[config.mk]
export PLATFORM = sky130hd
export DESIGN_NAME = int32_to_float32_converter
export DESIGN_NICKNAME = d
export VERILOG_FILES = /design/src/rtl/i2f_pkg.sv /design/src/rtl/int32_to_float32_converter.sv
export VERILOG_INCLUDE_DIRS = /design/src /design/src/rtl
export SDC_FILE = /design/constraint.sdc
export NUM_CORES = 1
export LEC_CHECK = 0
export BUFFER_PORTS_ARGS = -buffer_cell sky130_fd_sc_hd__buf_2
export CELL_PAD_IN_SITES_DETAIL_PLACEMENT = 0
export CELL_PAD_IN_SITES_GLOBAL_PLACEMENT = 1
export CORE_ASPECT_RATIO = 0.9
export CORE_MARGIN = 4
export CORE_UTILIZATION = 28
export CTS_CLUSTER_SIZE = 20
export DETAILED_ROUTE_END_ITERATION = 12
export GPL_ROUTABILITY_DRIVEN = 0
export HOLD_SLACK_MARGIN = 0.1
export PLACE_DENSITY_LB_ADDON = 0.3
export SKIP_CTS_REPAIR_TIMING = 1
export SLEW_MARGIN = 25
export SYNTH_ARGS = -nofsm -noshare
export SYNTH_HDL_FRONTEND = slang
export SYNTH_SLANG_ARGS = --single-unit
[constraint.sdc]
create_clock -name clk -period 2.75 [get_ports clk]
set_input_delay 0.1375 -clock clk [delete_from_list [all_inputs] [get_ports clk]]
set_output_delay 0.1375 -clock clk [all_outputs]
set_load 0.05 [all_outputs]
[src/rtl/int32_to_float32_converter_defines.svh]
// Assertion macros for the integer to single-precision converter.
`ifndef INT32_TO_FLOAT32_CONVERTER_DEFINES_SVH
`define INT32_TO_FLOAT32_CONVERTER_DEFINES_SVH
`ifndef SYNTH
// Check a property while out of reset.
`define I2F_ASSERT(label, prop) \
	label: assert property (@(posedge clk) disable iff (!arst_n) prop) \
	else $error("i2f check failed");
// Check a property at every edge, reset included.
`define I2F_ASSERT_ALWAYS(label, prop) \
	label: assert property (@(posedge clk) prop) \
	else $error("i2f check failed");
`else
`define I2F_ASSERT(label, prop)
`define I2F_ASSERT_ALWAYS(label, prop)
`endif
`endif

[src/rtl/i2f_pkg.sv]
// Constants, types and helper functions for the integer to float converter.
package i2f_pkg;

	localparam int IntWidth  = 32;
	localparam int FracBits  = 23;
	localparam int ExpWidth  = 8;
	localparam int LeadWidth = 5;

	localparam logic [ExpWidth-1:0] ExpBias = 8'd127;

	typedef logic [IntWidth-1:0]  word_t;
	typedef logic [LeadWidth-1:0] lead_t;
	typedef logic [ExpWidth-1:0]  exp_t;
	typedef logic [FracBits-1:0]  frac_t;

	// Return the position of the highest set bit (zero for a zero word).
	function automatic lead_t find_lead(input word_t m);
		lead_t pos;
		pos = '0;
		for (int i = 0; i < IntWidth; i++) begin
			if (m[i]) begin
				pos = lead_t'(i);
			end
		end
		return pos;
	endfunction

endpackage

[src/rtl/int32_to_float32_converter.sv]
// Throughput: one transaction per cycle; stages advance only where the next is free.
// Stages: magnitude, leading-one search, normalizing shift, round and pack.
// Reset: arst_n clears all stage valid bits at once; payload registers are not reset.
// No state persists between transactions, so reset only empties the pipeline.
// Signed 32-bit integer to IEEE 754 single precision, round to nearest even.
`include "int32_to_float32_converter_defines.svh"

module int32_to_float32_converter (
	input  logic                clk,
	input  logic                arst_n,
	input  logic                in_valid,
	output logic                in_ready,
	input  logic signed [31:0]  int_value,
	output logic                out_valid,
	input  logic                out_ready,
	output logic        [31:0]  float_bits
);

	// Stage valid bits and per-stage advance enables
	logic v_s1, v_s2, v_s3, v_s4;
	logic rdy_s1, rdy_s2, rdy_s3, rdy_s4;

	// Stage payloads
	logic               neg_s1;
	i2f_pkg::word_t     mag_s1;
	logic               neg_s2;
	logic               zero_s2;
	i2f_pkg::word_t     mag_s2;
	i2f_pkg::lead_t     lead_s2;
	logic               neg_s3;
	logic               zero_s3;
	i2f_pkg::word_t     norm_s3;
	i2f_pkg::exp_t      exp_s3;
	i2f_pkg::word_t     res_s4;

	// Rounding logic between stage 3 and stage 4
	logic [i2f_pkg::FracBits:0]   sig;
	logic                         guard_bit;
	logic                         sticky_bit;
	logic                         round_up;
	logic [i2f_pkg::FracBits+1:0] sig_sum;
	i2f_pkg::exp_t                exp_fin;
	i2f_pkg::frac_t               frac_fin;
	i2f_pkg::word_t               res_next;

	// Let a stage take new data when it is empty or its content moves on
	assign rdy_s4   = !v_s4 || out_ready;
	assign rdy_s3   = !v_s3 || rdy_s4;
	assign rdy_s2   = !v_s2 || rdy_s3;
	assign rdy_s1   = !v_s1 || rdy_s2;
	assign in_ready = rdy_s1;

	// Advance valid bits
	always_ff @(posedge clk or negedge arst_n) begin
		if (!arst_n) begin
			v_s1 <= 1'b0;
			v_s2 <= 1'b0;
			v_s3 <= 1'b0;
			v_s4 <= 1'b0;
		end else begin
			if (rdy_s1) begin
				v_s1 <= in_valid;
			end
			if (rdy_s2) begin
				v_s2 <= v_s1;
			end
			if (rdy_s3) begin
				v_s3 <= v_s2;
			end
			if (rdy_s4) begin
				v_s4 <= v_s3;
			end
		end
	end

	// Stage 1: take sign and magnitude
	always_ff @(posedge clk) begin
		if (rdy_s1 && in_valid) begin
			neg_s1 <= int_value[31];
			mag_s1 <= int_value[31] ? (~int_value + 32'd1) : int_value;
		end
	end

	// Stage 2: find the leading one
	always_ff @(posedge clk) begin
		if (rdy_s2 && v_s1) begin
			neg_s2  <= neg_s1;
			zero_s2 <= (mag_s1 == '0);
			mag_s2  <= mag_s1;
			lead_s2 <= i2f_pkg::find_lead(mag_s1);
		end
	end

	// Stage 3: move the leading one to the top bit and form the biased exponent
	always_ff @(posedge clk) begin
		if (rdy_s3 && v_s2) begin
			neg_s3  <= neg_s2;
			zero_s3 <= zero_s2;
			norm_s3 <= mag_s2 << (5'd31 - lead_s2);
			exp_s3  <= i2f_pkg::exp_t'(lead_s2) + i2f_pkg::ExpBias;
		end
	end

	// Round to nearest even; a carry out of the significand bumps the exponent
	always_comb begin
		sig        = norm_s3[31:8];
		guard_bit  = norm_s3[7];
		sticky_bit = |norm_s3[6:0];
		round_up   = guard_bit && (sticky_bit || sig[0]);
		sig_sum    = {1'b0, sig} + {{i2f_pkg::FracBits+1{1'b0}}, round_up};
		if (sig_sum[i2f_pkg::FracBits+1]) begin
			exp_fin  = exp_s3 + 8'd1;
			frac_fin = '0;
		end else begin
			exp_fin  = exp_s3;
			frac_fin = sig_sum[i2f_pkg::FracBits-1:0];
		end
		if (zero_s3) begin
			res_next = '0;
		end else begin
			res_next = {neg_s3, exp_fin, frac_fin};
		end
	end

	// Stage 4: hold the packed result for the output
	always_ff @(posedge clk) begin
		if (rdy_s4 && v_s3) begin
			res_s4 <= res_next;
		end
	end

	assign out_valid  = v_s4;
	assign float_bits = res_s4;

	// A nonzero result has an exponent between 2^0 and 2^31
	`I2F_ASSERT(a_exp_range, out_valid && float_bits != '0 |-> (float_bits[30:23] - 8'd127) <= 8'd31)
	// Never produce negative zero
	`I2F_ASSERT(a_no_neg_zero, out_valid && float_bits[31] |-> (float_bits[30:0] != '0))
	// The leading-one search points at a set bit of the magnitude
	`I2F_ASSERT(a_lead_set, v_s2 && !zero_s2 |-> mag_s2[lead_s2])
	// Reset empties the output stage by the following edge
	`I2F_ASSERT_ALWAYS(a_reset_empty, !arst_n |=> !out_valid)

endmodule

== Yosys cells after proc, flatten, opt, wreduce, memory -nomap -nowiden ==
Cells that the tools add are included.

* Input bits: 36
* Output and inout bits: 34
* Logic and storage cells: 81
* Bits in registers: 150

* Mux-type cells: 32
* Reductions and logical operators: 21
* Add/sub/neg operators: 5
* Bitwise operators: 1
* Shift-type cells: 1

{| class="wikitable"
|+ Operator list
! cell !! count
|-
| $mux 5 || 14
|-
| $add 32x1->32 const B || 1
|-
| $logic_not 32->1 || 1
|-
| $mux 4 || 8
|-
| $not 32->32 || 1
|-
| $shl 32x5->32 || 1
|-
| $mux 31 || 1
|-
| $add 24x1->25 || 1
|-
| $reduce_or 16->1 || 1
|-
| $mux 3 || 4
|-
| $add 5x7->8 const B || 1
|-
| $add 8x1->8 const B || 1
|-
| $mux 8 || 1
|-
| $reduce_or 8->1 || 1
|-
| $reduce_or 7->1 || 1
|-
| $logic_and 1x1->1 || 5
|-
| $logic_or 1x1->1 || 5
|-
| $sub 5x5->5 const A || 1
|-
| $logic_not 1->1 || 4
|-
| $mux 2 || 2
|-
| $reduce_or 2->1 || 2
|-
| $reduce_or 4->1 || 1
|-
| $mux 1 || 2
|}

== Logic depth before layout (Yosys ltp) ==
Gate-level depths: netlist of the first run.

* Word-level depth: 30
* Gate-level depth with buffers: 9
* Gate-level depth less buffers: 7

== Least setup slack after synthesis of the first run ==
OpenSTA, ideal clock, no wires.

* Kind: register to register
* Start point: register v_s4 (netlist: out_valid)
* End point: register res_s4[0] (netlist: float_bits[0]) (enable)
* Path buffers: 0
* Cell stages (with the launch flop): 3
* Data required time: 2.325 ns
* Library setup time: 0.425 ns
* Period minus slack after synthesis: 2.679 ns
* Data arrival time: 2.254 ns
* Path slack: 0.071 ns
* Cells stage by stage: dfrtp_1 > nor2b_1 > nor2b_1

* Longest elaborated chain between the ends: 3

{| class="wikitable"
|+ RTL lines
! what !! line !! text
|-
| from (decl) || int32_to_float32_converter.sv:20 || <nowiki>logic v_s1, v_s2, v_s3, v_s4;</nowiki>
|-
| from (signal assigned) || int32_to_float32_converter.sv:71 || <nowiki>v_s4 <= v_s3;</nowiki>
|-
| $logic_not 1->1 || int32_to_float32_converter.sv:47 || <nowiki>assign rdy_s4 = !v_s4 || out_ready;</nowiki>
|-
| $logic_or 1x1->1 || int32_to_float32_converter.sv:47 ||
|-
| $logic_and 1x1->1 || int32_to_float32_converter.sv:127 || <nowiki>if (rdy_s4 && v_s3) begin</nowiki>
|-
| to (signal assigned) || int32_to_float32_converter.sv:128 || <nowiki>res_s4 <= res_next;</nowiki>
|-
| to (decl) || int32_to_float32_converter.sv:34 || <nowiki>i2f_pkg::word_t res_s4;</nowiki>
|}

Every way passes these cells.
A chain may end at the register's enable or synchronous reset.

== Final worst setup path of the first run ==
* Start point: register norm_s3[8]
* End point: register res_s4[20] (netlist: float_bits[20]), data pin

* Longest elaborated chain between the ends: 4

{| class="wikitable"
|+ RTL lines
! what !! line !! text
|-
| from (decl) || int32_to_float32_converter.sv:32 || <nowiki>i2f_pkg::word_t norm_s3;</nowiki>
|-
| from (signal assigned) || int32_to_float32_converter.sv:99 || <nowiki>norm_s3 <= mag_s2 << (5'd31 - lead_s2);</nowiki>
|-
| $logic_or 1x1->1 || int32_to_float32_converter.sv:109 || <nowiki>round_up = guard_bit && (sticky_bit || sig[0]);</nowiki>
|-
| $logic_and 1x1->1 || int32_to_float32_converter.sv:109 ||
|-
| $add 24x1->25 * || int32_to_float32_converter.sv:110 || <nowiki>sig_sum = {1'b0, sig} + {{i2f_pkg::FracBits+1{1'b0}}, round_up};</nowiki>
|-
| $reduce_or 2->1 (no source line) || - ||
|}

Mark *: on every way between the ends. The rest lies on a longest branch, timed or not.

==> results.md, run 1 <==
- Yosys top cell by area: edfxtp_1
- Net count, final: around 800
- IO Pins: 70
- CP Cell Sequence: and2_1, ha_1, nand3_1, nor4_1, nand4_1, xor2_1, nor2_1
- Setup TNS: 0 ns
- Core ar.: 0.0279 mm2
- Worst vdd ir: 0.424 mV
- Clock Path Buffers: 2
- Area Growth Syn to Fin: 22.2%
- Final instance area: 0.00965 mm2
- Post-synth cell types: 61
- Detailed Place HPWL: approximately 13 mm
- CP Max Fanout: 5
- Data arrival, critical path: ~2.6 ns
- Clk slew on worst S/H paths: around 0.060 ns
- DRT Wirelength: between 15 and 20 mm
- Antenna Nets Post-Route: 0
- TritonRoute pass-1 iters: 4
- CP bufs+invs: 0
- Run status: complete, no violations
- Initial antenna violation count: 0
- Clock root buffer: clkbuf_16
- Kind of critical path: reg -> reg
- Fin crit share: 86.4%
- Final setup violation count: 0
- Max_cap viols: 0
- CTS sink count: 150
- Fill cell count: 2821
- Die area: 0.0310 mm2
- Fin crit period: roughly 2.4 ns
- Synthesized area: 0.00790 mm2
- DRC: 0
- Crit start category: flop
- Relative slew slack: 50.4%
- Initial Util: 28.3%
- Mapped Nets: between 600 and 700
- Asr flop ratio synth: approximately 2.7%
- Die Span Y: about 170 um
- Place WS: about 0.36 ns
- CTS H-tree depth: 4
- Min-Delay Startpoint: out_ready
- CTS tree: done
- Register area: 0.00448 mm2
- Port bufs: 69
- Post-synth EDFFs: 146
- Vias: ~5400
- Avg Synthesized Cell Area: 12.0 um2
- Crit. End Element: flop
- Total congestion overflow: 0
- N_diodes: 0
- Area of the multi-input gates: 0.00322 mm2
- GR Util All Layers: 11.4%
- Worst skew pair latency: around 0.42 ns
- Die X: 185 um
- Area post-placement: between 0.008 and 0.009 mm2
- Vias in the first global route: 5219
- Pleak: 3.45 nW
- Fmax: approximately 420 MHz
- Largest net degree at the start of global routing: 43
- Share of layout cells above drive strength 1: 21.1%
- Num CTS Buffers: 17
- Critical R2R Launch: norm_s3[8]$_SDFFCE_PN0P_
- Global-route wire length before repair: 28.4 mm
- Seq/Total Area, Yosys: 56.8%
- Final Max Slew Viols: 0
- Clock skew: 0.0142 ns
- Synth top area share: 55.5%
- Power Density: 695 mW/mm2
- Via density: 4.74
- Slowest stage cell on the critical path: nor4_1
- Critical path required time: 2.92 ns
- Wire per inst: 15.1 um
- Post-layout util: 34.6%
- Critical path launch point: norm_s3[8]$_SDFFCE_PN0P_
- RSZ-0062 raised after global routing: false
- Largest stage delay, worst path: 0.72 ns
- Final hold violation count: 0
- Total power: 6.71 mW
- Syn. warnings: 0
- Slew at the pin closest to its max-slew limit: 0.737 ns
- Worst setup margin: 0.375 ns
- Site Rows: 58
- Post-Syn Instances: 659
- Yosys reg bits: 150
- Top FF cell, synth: edfxtp_1
- Hold crit path type: in -> reg
- CP top delay family: simple AND/OR/NAND/NOR gates
- Iteration-0 DRC Markers: around 340
- Synth area leaders: edfxtp_1 55%, mux2i_1 5.4%, xnor2_1 4.4%, nor2_1 3.4%, mux2_2 3.0%
[routing by layer]
layer,vias up,global-route usage [%],share of wire (%)
met1,2548,16.5,50
li1,2733,-,-
met3,21,2.56,4.3
met4,0,3.80,1.4
met2,129,17.0,44
met5,-,0,0
[cells in the mapped netlist (all sizes together) (6+ instances only)]
cell type  number
nor2b          10
a22oi           6
and2            7
and3            7
o21ai          23
nand3          18
o31ai          15
xnor2          40
or4            10
nand4          14
mux4            6
inv            21
nor2           73
clkbuf         17
o211ai          9
nor4            9
o41ai           6
nand2          41
a21oi          16
o22ai           8
edfxtp        146
mux2i          43
buf            11
mux2           21
nor3           13
xor2           15
[registers in the layout, indices dropped and copies added, names as in the netlist, 5 cells and up]
register    flops
float_bits     32
mag_s1         32
mag_s2         32
norm_s3        32
exp_s3          8
lead_s2         5
[cell usage in the layout (no fill, tap or decap), types with 8 or more instances in the layout]
cell type / synthesis / final
edfxtp_1: 146 / 146
nor2_1: 72 / 72
buf_2: 7 / 69
mux2i_1: 43 / 43
nand2_1: 41 / 41
xnor2_1: 40 / 40
dlygate4sd3_1: 0 / 33
o21ai_0: 21 / 21
mux2_2: 21 / 21
inv_1: 20 / 20
buf_4: 0 / 19
clkbuf_16: 0 / 17
a21oi_1: 16 / 16
nand3_1: 16 / 16
o31ai_1: 15 / 15
xor2_1: 15 / 15
nand4_1: 14 / 14
nor3_1: 13 / 13
nor2b_1: 10 / 9
o211ai_1: 9 / 9
nor4_1: 8 / 8
o22ai_1: 8 / 8
[stage by stage]
step,instances,hold WS [ns]
after global placement,1080,-0.0521
after detailed placement,1080,-0.0527
after CTS,1112,-0.509
final,1145,0.0806
after global routing,1145,0.130
after floorplan,659,-0.158
[path summary, 6_finish.rpt]
path / end / slack (ns) / cells past startpoint
setup reg to reg: float_bits[20]$_SDFFCE_PP0P_ / 0.38 / 7
hold / removal: v_s3$_DFFE_PN0P_ / 0.08 / 4
hold reg to reg: neg_s3$_DFFE_PP_ / 0.44 / 0
max in group asynchronous: v_s2$_DFFE_PN0P_ / 1.98 / 3
setup / recovery: float_bits[20]$_SDFFCE_PP0P_ / 0.38 / 7
min in group asynchronous: out_valid$_DFFE_PN0P_ / 0.61 / 3
[kinds of logic after synthesis]
family                   count (synthesis)  synth area share, %
buffers and inverters                   49                 2.53
adder cells (fa/ha/maj)                  4                0.634
XOR/XNOR                                55                 6.10
flip-flops                             150                 56.8
AO/OA/AOI/OAI                          113                 9.87
AND/OR/NAND/NOR                        218                 14.0
multiplexers                            70                 10.2
[final cells by class]
class,instances,area share [%]
flip-flops and latches,150,46.5
multi-input cells,460,33.4
repair buffers,122,8.68
well taps,360,4.67
clock buffers,18,4.45
clock inverters,14,1.53
inverters,21,0.817
[report_power, final]
group          switching, mW  internal, mW
clock                  0.936          1.34
combinational          0.858         0.484
sequential             0.185          2.91
[worst register-to-register path: stages, from the launching register on]
cell	delay [ns]
edfxtp_1	0.38
and2_1	0.14
ha_1	0.18
nand3_1	0.23
nor4_1	0.72
nand4_1	0.22
xor2_1	0.20
nor2_1	0.06
Note: power is estimated with default switching activity, not from simulation.
==> inputs of run 2 (changes only) <==
--- a/config.mk
+++ b/config.mk
@@ -17,6 +17,7 @@
 export GPL_ROUTABILITY_DRIVEN = 0
 export HOLD_SLACK_MARGIN = 0.1
 export PLACE_DENSITY_LB_ADDON = 0.3
+export RECOVER_POWER = 50
 export SKIP_CTS_REPAIR_TIMING = 1
 export SLEW_MARGIN = 25
 export SYNTH_ARGS = -nofsm -noshare
==> run 2 against run 1 <==
Compared with the run above:
- count of clock-buffer cells in the layout unchanged
- first-iteration DRC count increased by 2.1%
- flip-flop and latch count stayed put
- sequential power barely moved
- largest cell class unchanged
- largest power group unchanged
==> results.md, run 2 (same netlist as run 1, synthesis figures left out) <==
- Run status: complete, no violations
- DRC: 0 (unchanged)
- Final hold violation count: 0 (unchanged)
- DRT Wirelength: 17.3 mm (+0.32%)
- Clock skew: 0.0153 ns (+0.00103 ns)
- Largest net degree at the start of global routing: 43 (unchanged)
- Share of power burned in combinational logic: 19.7% (-0.3 points)
- Worst vdd ir: 0.423 mV (-0.21%)
- Antenna Nets Post-Route: 0 (unchanged)
- Via density: 4.72 (-0.57%)
- Setup TNS: 0 ns (unchanged)
- Total congestion overflow: 0 (unchanged)
- Most frequent cells in the layout: 146 x edfxtp_1, 72 x nor2_1, 43 x mux2i_1
- Register area: 0.00448 mm2 (unchanged)
- Final setup violation count: 0 (unchanged)
- Core ar.: 0.0279 mm2 (unchanged)
- TritonRoute pass-1 iters: 5 (+1)
- Clock Path Buffers: 2 (unchanged)
- GR Util All Layers: 11.4% (unchanged)
- Fmax: 421 MHz (about the same)
- Die Span Y: 167 um (unchanged)
- Vias in the first global route: 5219 (unchanged)
- Data arrival, critical path: 2.55 ns (about the same)
- Area of the multi-input gates: 0.00322 mm2 (unchanged)
- Power Density: 698 mW/mm2 (+0.38%)
- Share of layout cells above drive strength 1: 16.1% (-5.1 points)
- Port bufs: 69 (unchanged)
- Site Rows: 58 (unchanged)
- CTS H-tree depth: 4 (unchanged)
- Pleak: 3.33 nW (-3.4%)
- Fill cell count: 2831 (+0.35%)
- Area Growth Syn to Fin: 21.4%
- Fin crit share: 86.4% (about the same)
- Pint: 4.71 mW (-0.47%)
- CTS tree: done
- Wire per inst: 15.1 um (+0.32%)
- Post-Layout Cell Count: 1145 (unchanged)
- Iteration-0 DRC Markers: 342 (+2.1%)
- NetSw: 1.98 mW (+0.17%)
- Detailed Place HPWL: 12.8 mm (unchanged)
- Crit start category: flop
- Die X: 185 um (unchanged)
- Slew at the pin closest to its max-slew limit: 1.23 ns (+0.497 ns)
- CTS sink count: 150 (unchanged)
- Clk slew on worst S/H paths: 0.06 ns (about the same)
- Relative slew slack: 17.7% (-33 points)
- Commonest non-fill, non-tap cell in the layout: edfxtp_1
- IO Pins: 70 (unchanged)
- Die area: 0.0310 mm2 (unchanged)
- Global-route wire length before repair: 28.4 mm (unchanged)
- Clk pwr share: 34.0% (about the same)
- Crit. End Element: flop
- Net count, final: 812 (unchanged)
- Critical path required time: 2.92 ns (about the same)
- N_diodes: 0 (unchanged)
- Initial Util: 28.3% (unchanged)
- Final Max Slew Viols: 0 (unchanged)
- Vias: 5400 (-0.57%)
- Worst skew pair latency: 0.42 ns (about the same)
- Kind of critical path: reg -> reg
- Initial antenna violation count: 0 (unchanged)
- Fin crit period: 2.37 ns (+0.0000360 ns)
- Num CTS Buffers: 17 (unchanged)
- Clock root buffer: clkbuf_16
- Flop pwr share: 46.3% (+0.2 points)
- Max_cap viols: 0 (unchanged)
- Net Sw Frac: 29.6% (+0.13 points)
- Hold crit path type: in -> reg
- CP Max Fanout: 5 (unchanged)
- Placed Cells incl. Taps: 1080 (unchanged)
- RSZ-0062 raised after global routing: false
-- run 2: changes by cell type in the layout (fill, tap and decap cells not counted) --
cell	change
buf_2	-36
clkbuf_2	+3
and2_0	+1
buf_4	-6
mux2_2	-1
and2_1	-1
clkbuf_1	+39
mux2_1	+1
-- run 2: area by class of cell --
type / count / share of cell area [%]
Clock inverter: 14 / 1.54
Clock buffer: 18 / 4.48
Tap cell: 360 / 4.70
Inverter: 21 / 0.822
Sequential cell: 150 / 46.8
Multi-Input combinational cell: 460 / 33.6
Timing Repair Buffer: 122 / 8.08
-- run 2: path summary, 6_finish.rpt --
kind	start	to	slack (ns)	depth (start not counted)
worst max register to register	norm_s3[8]$_SDFFCE_PN0P_	float_bits[20]$_SDFFCE_PP0P_	0.38	7
worst min register to register	neg_s2$_DFFE_PP_	neg_s3$_DFFE_PP_	0.44	0
max in group asynchronous	arst_n	v_s2$_DFFE_PN0P_	1.98	3
worst max-delay path	norm_s3[8]$_SDFFCE_PN0P_	float_bits[20]$_SDFFCE_PP0P_	0.38	7
worst min-delay path	out_ready	v_s3$_DFFE_PN0P_	0.08	4
min in group asynchronous	arst_n	out_valid$_DFFE_PN0P_	0.61	3
-- run 2: routing by layer --
layer  vias to the layer above  track usage, %  part of all wire (%)
li1                       2733               -                     -
met1                      2508            16.5                    50
met2                       142            17.0                    44
met3                        17            2.56                   4.8
met4                         0            3.80                   1.3
met5                         -               0                     0
-- run 2: power by group through the flow --
stage	registers (mW)	clock network, mW	logic (mW)
2_1_floorplan	3.35	0	0.708
3_3_place_gp	3.14	0	1.32
3_5_place_dp	3.14	0	1.32
4_1_cts	3.10	2.34	1.32
5_1_grt	3.14	2.44	1.46
6_report	3.10	2.28	1.32
-- run 2: metrics by stage --
step           util, %  power [mW]  worst slack (ns)  area (um2)  hold WS [ns]
6_report          34.4        6.69             0.375        9590        0.0806
3_5_place_dp      31.4        4.46             0.356        8750       -0.0527
5_1_grt           34.4        7.04             0.254        9590         0.130
4_1_cts           33.5        6.76             0.340        9320        -0.509
2_1_floorplan        -        4.06            0.0707        7900        -0.158
3_3_place_gp      31.4        4.46             0.357        8750       -0.0521
-- run 2: worst max-delay path, cell delays in order (launching register included) --
cell and delay [ns]:
edfxtp_1 0.38, and2_1 0.14, ha_1 0.18, nand3_1 0.23, nor4_1 0.72, nand4_1 0.22
xor2_1 0.20, nor2_1 0.06
==> inputs of run 3 (changes only) <==
--- a/config.mk
+++ b/config.mk
@@ -16,7 +16,7 @@
 export DETAILED_ROUTE_END_ITERATION = 12
 export GPL_ROUTABILITY_DRIVEN = 0
 export HOLD_SLACK_MARGIN = 0.1
-export PLACE_DENSITY_LB_ADDON = 0.3
+export PLACE_DENSITY_LB_ADDON = 0.1
 export RECOVER_POWER = 50
 export SKIP_CTS_REPAIR_TIMING = 1
 export SLEW_MARGIN = 25
==> run 3 against run 2 <==
Compared with the run above:
- power up 0.85%
- largest power group unchanged
- highest routed layer unchanged
- clock skew down 0.0037 ns
- hold slack better by 0.0041 ns
- cell area about the same
==> results.md, run 3 (same netlist as run 1, synthesis figures left out) <==
- Run status: complete, no violations
- Die area: 0.0310 mm2 (unchanged)
- Worst skew pair latency: 0.42 ns (about the same)
- Critical path required time: 2.90 ns (-0.02 ns)
- Iteration-0 DRC Markers: 427 (+25%)
- Hold crit path type: in -> reg
- Total congestion overflow: 0 (unchanged)
- Worst R2R Path Depth: 6 (-1)
- NetSw: 1.96 mW (-1.2%)
- Clk pwr share: 34.3% (+0.3 points)
- Clock Path Buffers: 2 (unchanged)
- Crit. End Element: flop
- Vias in the first global route: 5392 (+3.3%)
- Flop pwr share: 46.1% (-0.2 points)
- Fmax: 411 MHz (-2.5%)
- GR Util All Layers: 11.8% (+0.42 points)
- Fin crit share: 88.6% (+2.2 points)
- CTS H-tree depth: 4 (unchanged)
- Share of layout cells above drive strength 1: 16.1% (+0.041 points)
- Final Max Slew Viols: 0 (unchanged)
- Clock skew: 0.0115 ns (-0.00373 ns)
- Kind of critical path: reg -> reg
- Data arrival, critical path: 2.58 ns (+0.03 ns)
- Die Span Y: 167 um (unchanged)
- N_diodes: 0 (unchanged)
- RSZ-0062 raised after global routing: false
- Site Rows: 58 (unchanged)
- Pint: 4.79 mW (+1.7%)
- DRC: 0 (unchanged)
- Vias: 5468 (+1.3%)
- CTS sink count: 150 (unchanged)
- TritonRoute pass-1 iters: 5 (unchanged)
- Max_cap viols: 0 (unchanged)
- Largest net degree at the start of global routing: 43 (unchanged)
- Final setup violation count: 0 (unchanged)
- Power Density: 703 mW/mm2 (+0.78%)
- Net Sw Frac: 29.0% (-0.61 points)
- CP bufs+invs: 1 (+1)
- Total power: 6.75 mW (+0.85%)
- Antenna Nets Post-Route: 0 (unchanged)
- Most frequent cells in the layout: 146 x edfxtp_1, 72 x nor2_1, 43 x mux2i_1
- DRT Wirelength: 18.2 mm (+5.5%)
- Global-route wire length before repair: 29.2 mm (+3.0%)
- Detailed Place HPWL: 13.9 mm (+8.7%)
- Net count, final: 811 (-0.12%)
- Worst hold stages: 2 (-2)
- Crit start category: flop
- Num CTS Buffers: 17 (unchanged)
- Clock root buffer: clkbuf_16
- Slowest stage cell on the critical path: edfxtp_1
- Initial antenna violation count: 0 (unchanged)
- Worst vdd ir: 0.406 mV (-4.0%)
- CP Max Fanout: 34 (+29)
- Pleak: 3.34 nW (+0.32%)
- Reg-to-reg slack, setup: 0.31 ns (-0.06 ns)
- Commonest non-fill, non-tap cell in the layout: edfxtp_1
- Share of power burned in combinational logic: 19.6% (about the same)
- Min-Delay Startpoint: int_value[2]
- Wire per inst: 16.0 um (+5.7%)
- Critical R2R Launch: lead_s2[0]$_SDFFCE_PP1P_
- Final hold violation count: 0 (unchanged)
- IO Pins: 70 (unchanged)
- CP Cell Sequence: buf_12, mux2_1, mux2i_1, mux2i_1, a32oi_1, o21ai_0
- Area Growth Syn to Fin: 21.5% (about the same)
- Port bufs: 69 (unchanged)
- Core ar.: 0.0279 mm2 (unchanged)
- Via density: 4.78 (+1.4%)
- Initial Util: 28.3% (unchanged)
- Worst Hold Path EP: mag_s1[2]$_DFFE_PP_
- Relative slew slack: 19.4% (+1.7 points)
- CP top delay family: multiplexers
- Die X: 185 um (unchanged)
- Setup TNS: 0 ns (unchanged)
- Fin crit period: 2.44 ns (+0.0604 ns)
- Most numerous cell on the critical path: mux2i_1
- Slew at the pin closest to its max-slew limit: 1.21 ns (-0.0260 ns)
- Clk slew on worst S/H paths: 0.06 ns (about the same)
- Largest stage delay, worst path: 0.47 ns (-0.25 ns)
- RR Endpoint: norm_s3[19]$_DFFE_PP_
- CTS tree: done
-- run 3: worst reg2reg max path: cells and delay by family, from the launching register on --
kind | cells | cell delay [ns]
multiplexers | 3 | 1.08
AO/OA/AOI/OAI | 2 | 0.37
buffers and inverters | 1 | 0.26
flip-flops | 1 | 0.47
-- run 3: layout make-up --
| class | instances | area, um2 |
|---|---|---|
| clock buffer | 19 | 433 |
| clock inverter | 12 | 155 |
| fill | 2808 | 18300 |
| inverter | 21 | 78.8 |
| multi-input combinational | 460 | 3220 |
| sequential | 150 | 4480 |
| tap | 360 | 450 |
| timing repair buffer | 121 | 769 |
-- run 3: through the flow --
stage | util [%] | cells | hold WS [ns] | setup WS, ns | cell area (um2)
after floorplan | - | 659 | -0.158 | 0.0707 | 7900
after global placement | 31.4 | 1081 | -0.0576 | 0.454 | 8750
after detailed placement | 31.4 | 1081 | -0.0516 | 0.364 | 8750
after CTS | 33.5 | 1112 | -0.504 | 0.332 | 9340
after global routing | 34.4 | 1143 | 0.101 | 0.135 | 9600
final | 34.4 | 1143 | 0.0847 | 0.315 | 9600
-- run 3: layer usage --
metal	vias to the layer above	wire (um)	GRT usage, %
li1	2729	-	-
met1	2561	8520	15.9
met2	154	8480	18.9
met3	24	755	2.30
met4	0	486	4.59
met5	-	0	0
-- run 3: how the worst max path moves through the flow --
stage	startpoint	to	slack, ns	cells past startpoint
floorplan	out_valid$_DFFE_PN0P_	float_bits[0]$_SDFFCE_PP0P_	0.07	2
global placement	lead_s2[0]$_SDFFCE_PP1P_	norm_s3[19]$_DFFE_PP_	0.45	6
detailed placement	lead_s2[0]$_SDFFCE_PP1P_	norm_s3[19]$_DFFE_PP_	0.36	6
CTS	lead_s2[0]$_SDFFCE_PP1P_	norm_s3[19]$_DFFE_PP_	0.33	6
global route	lead_s2[0]$_SDFFCE_PP1P_	norm_s3[19]$_DFFE_PP_	0.13	6
finish	lead_s2[0]$_SDFFCE_PP1P_	norm_s3[19]$_DFFE_PP_	0.31	6
-- run 3: power by group through the flow --
stage               sequential, mW  combinational (mW)  clock (mW)
finish                        3.11                1.32        2.32
global route                  3.15                1.46        2.49
CTS                           3.11                1.33        2.39
detailed placement            3.16                1.33           0
global placement              3.14                1.32           0
floorplan                     3.35               0.708           0
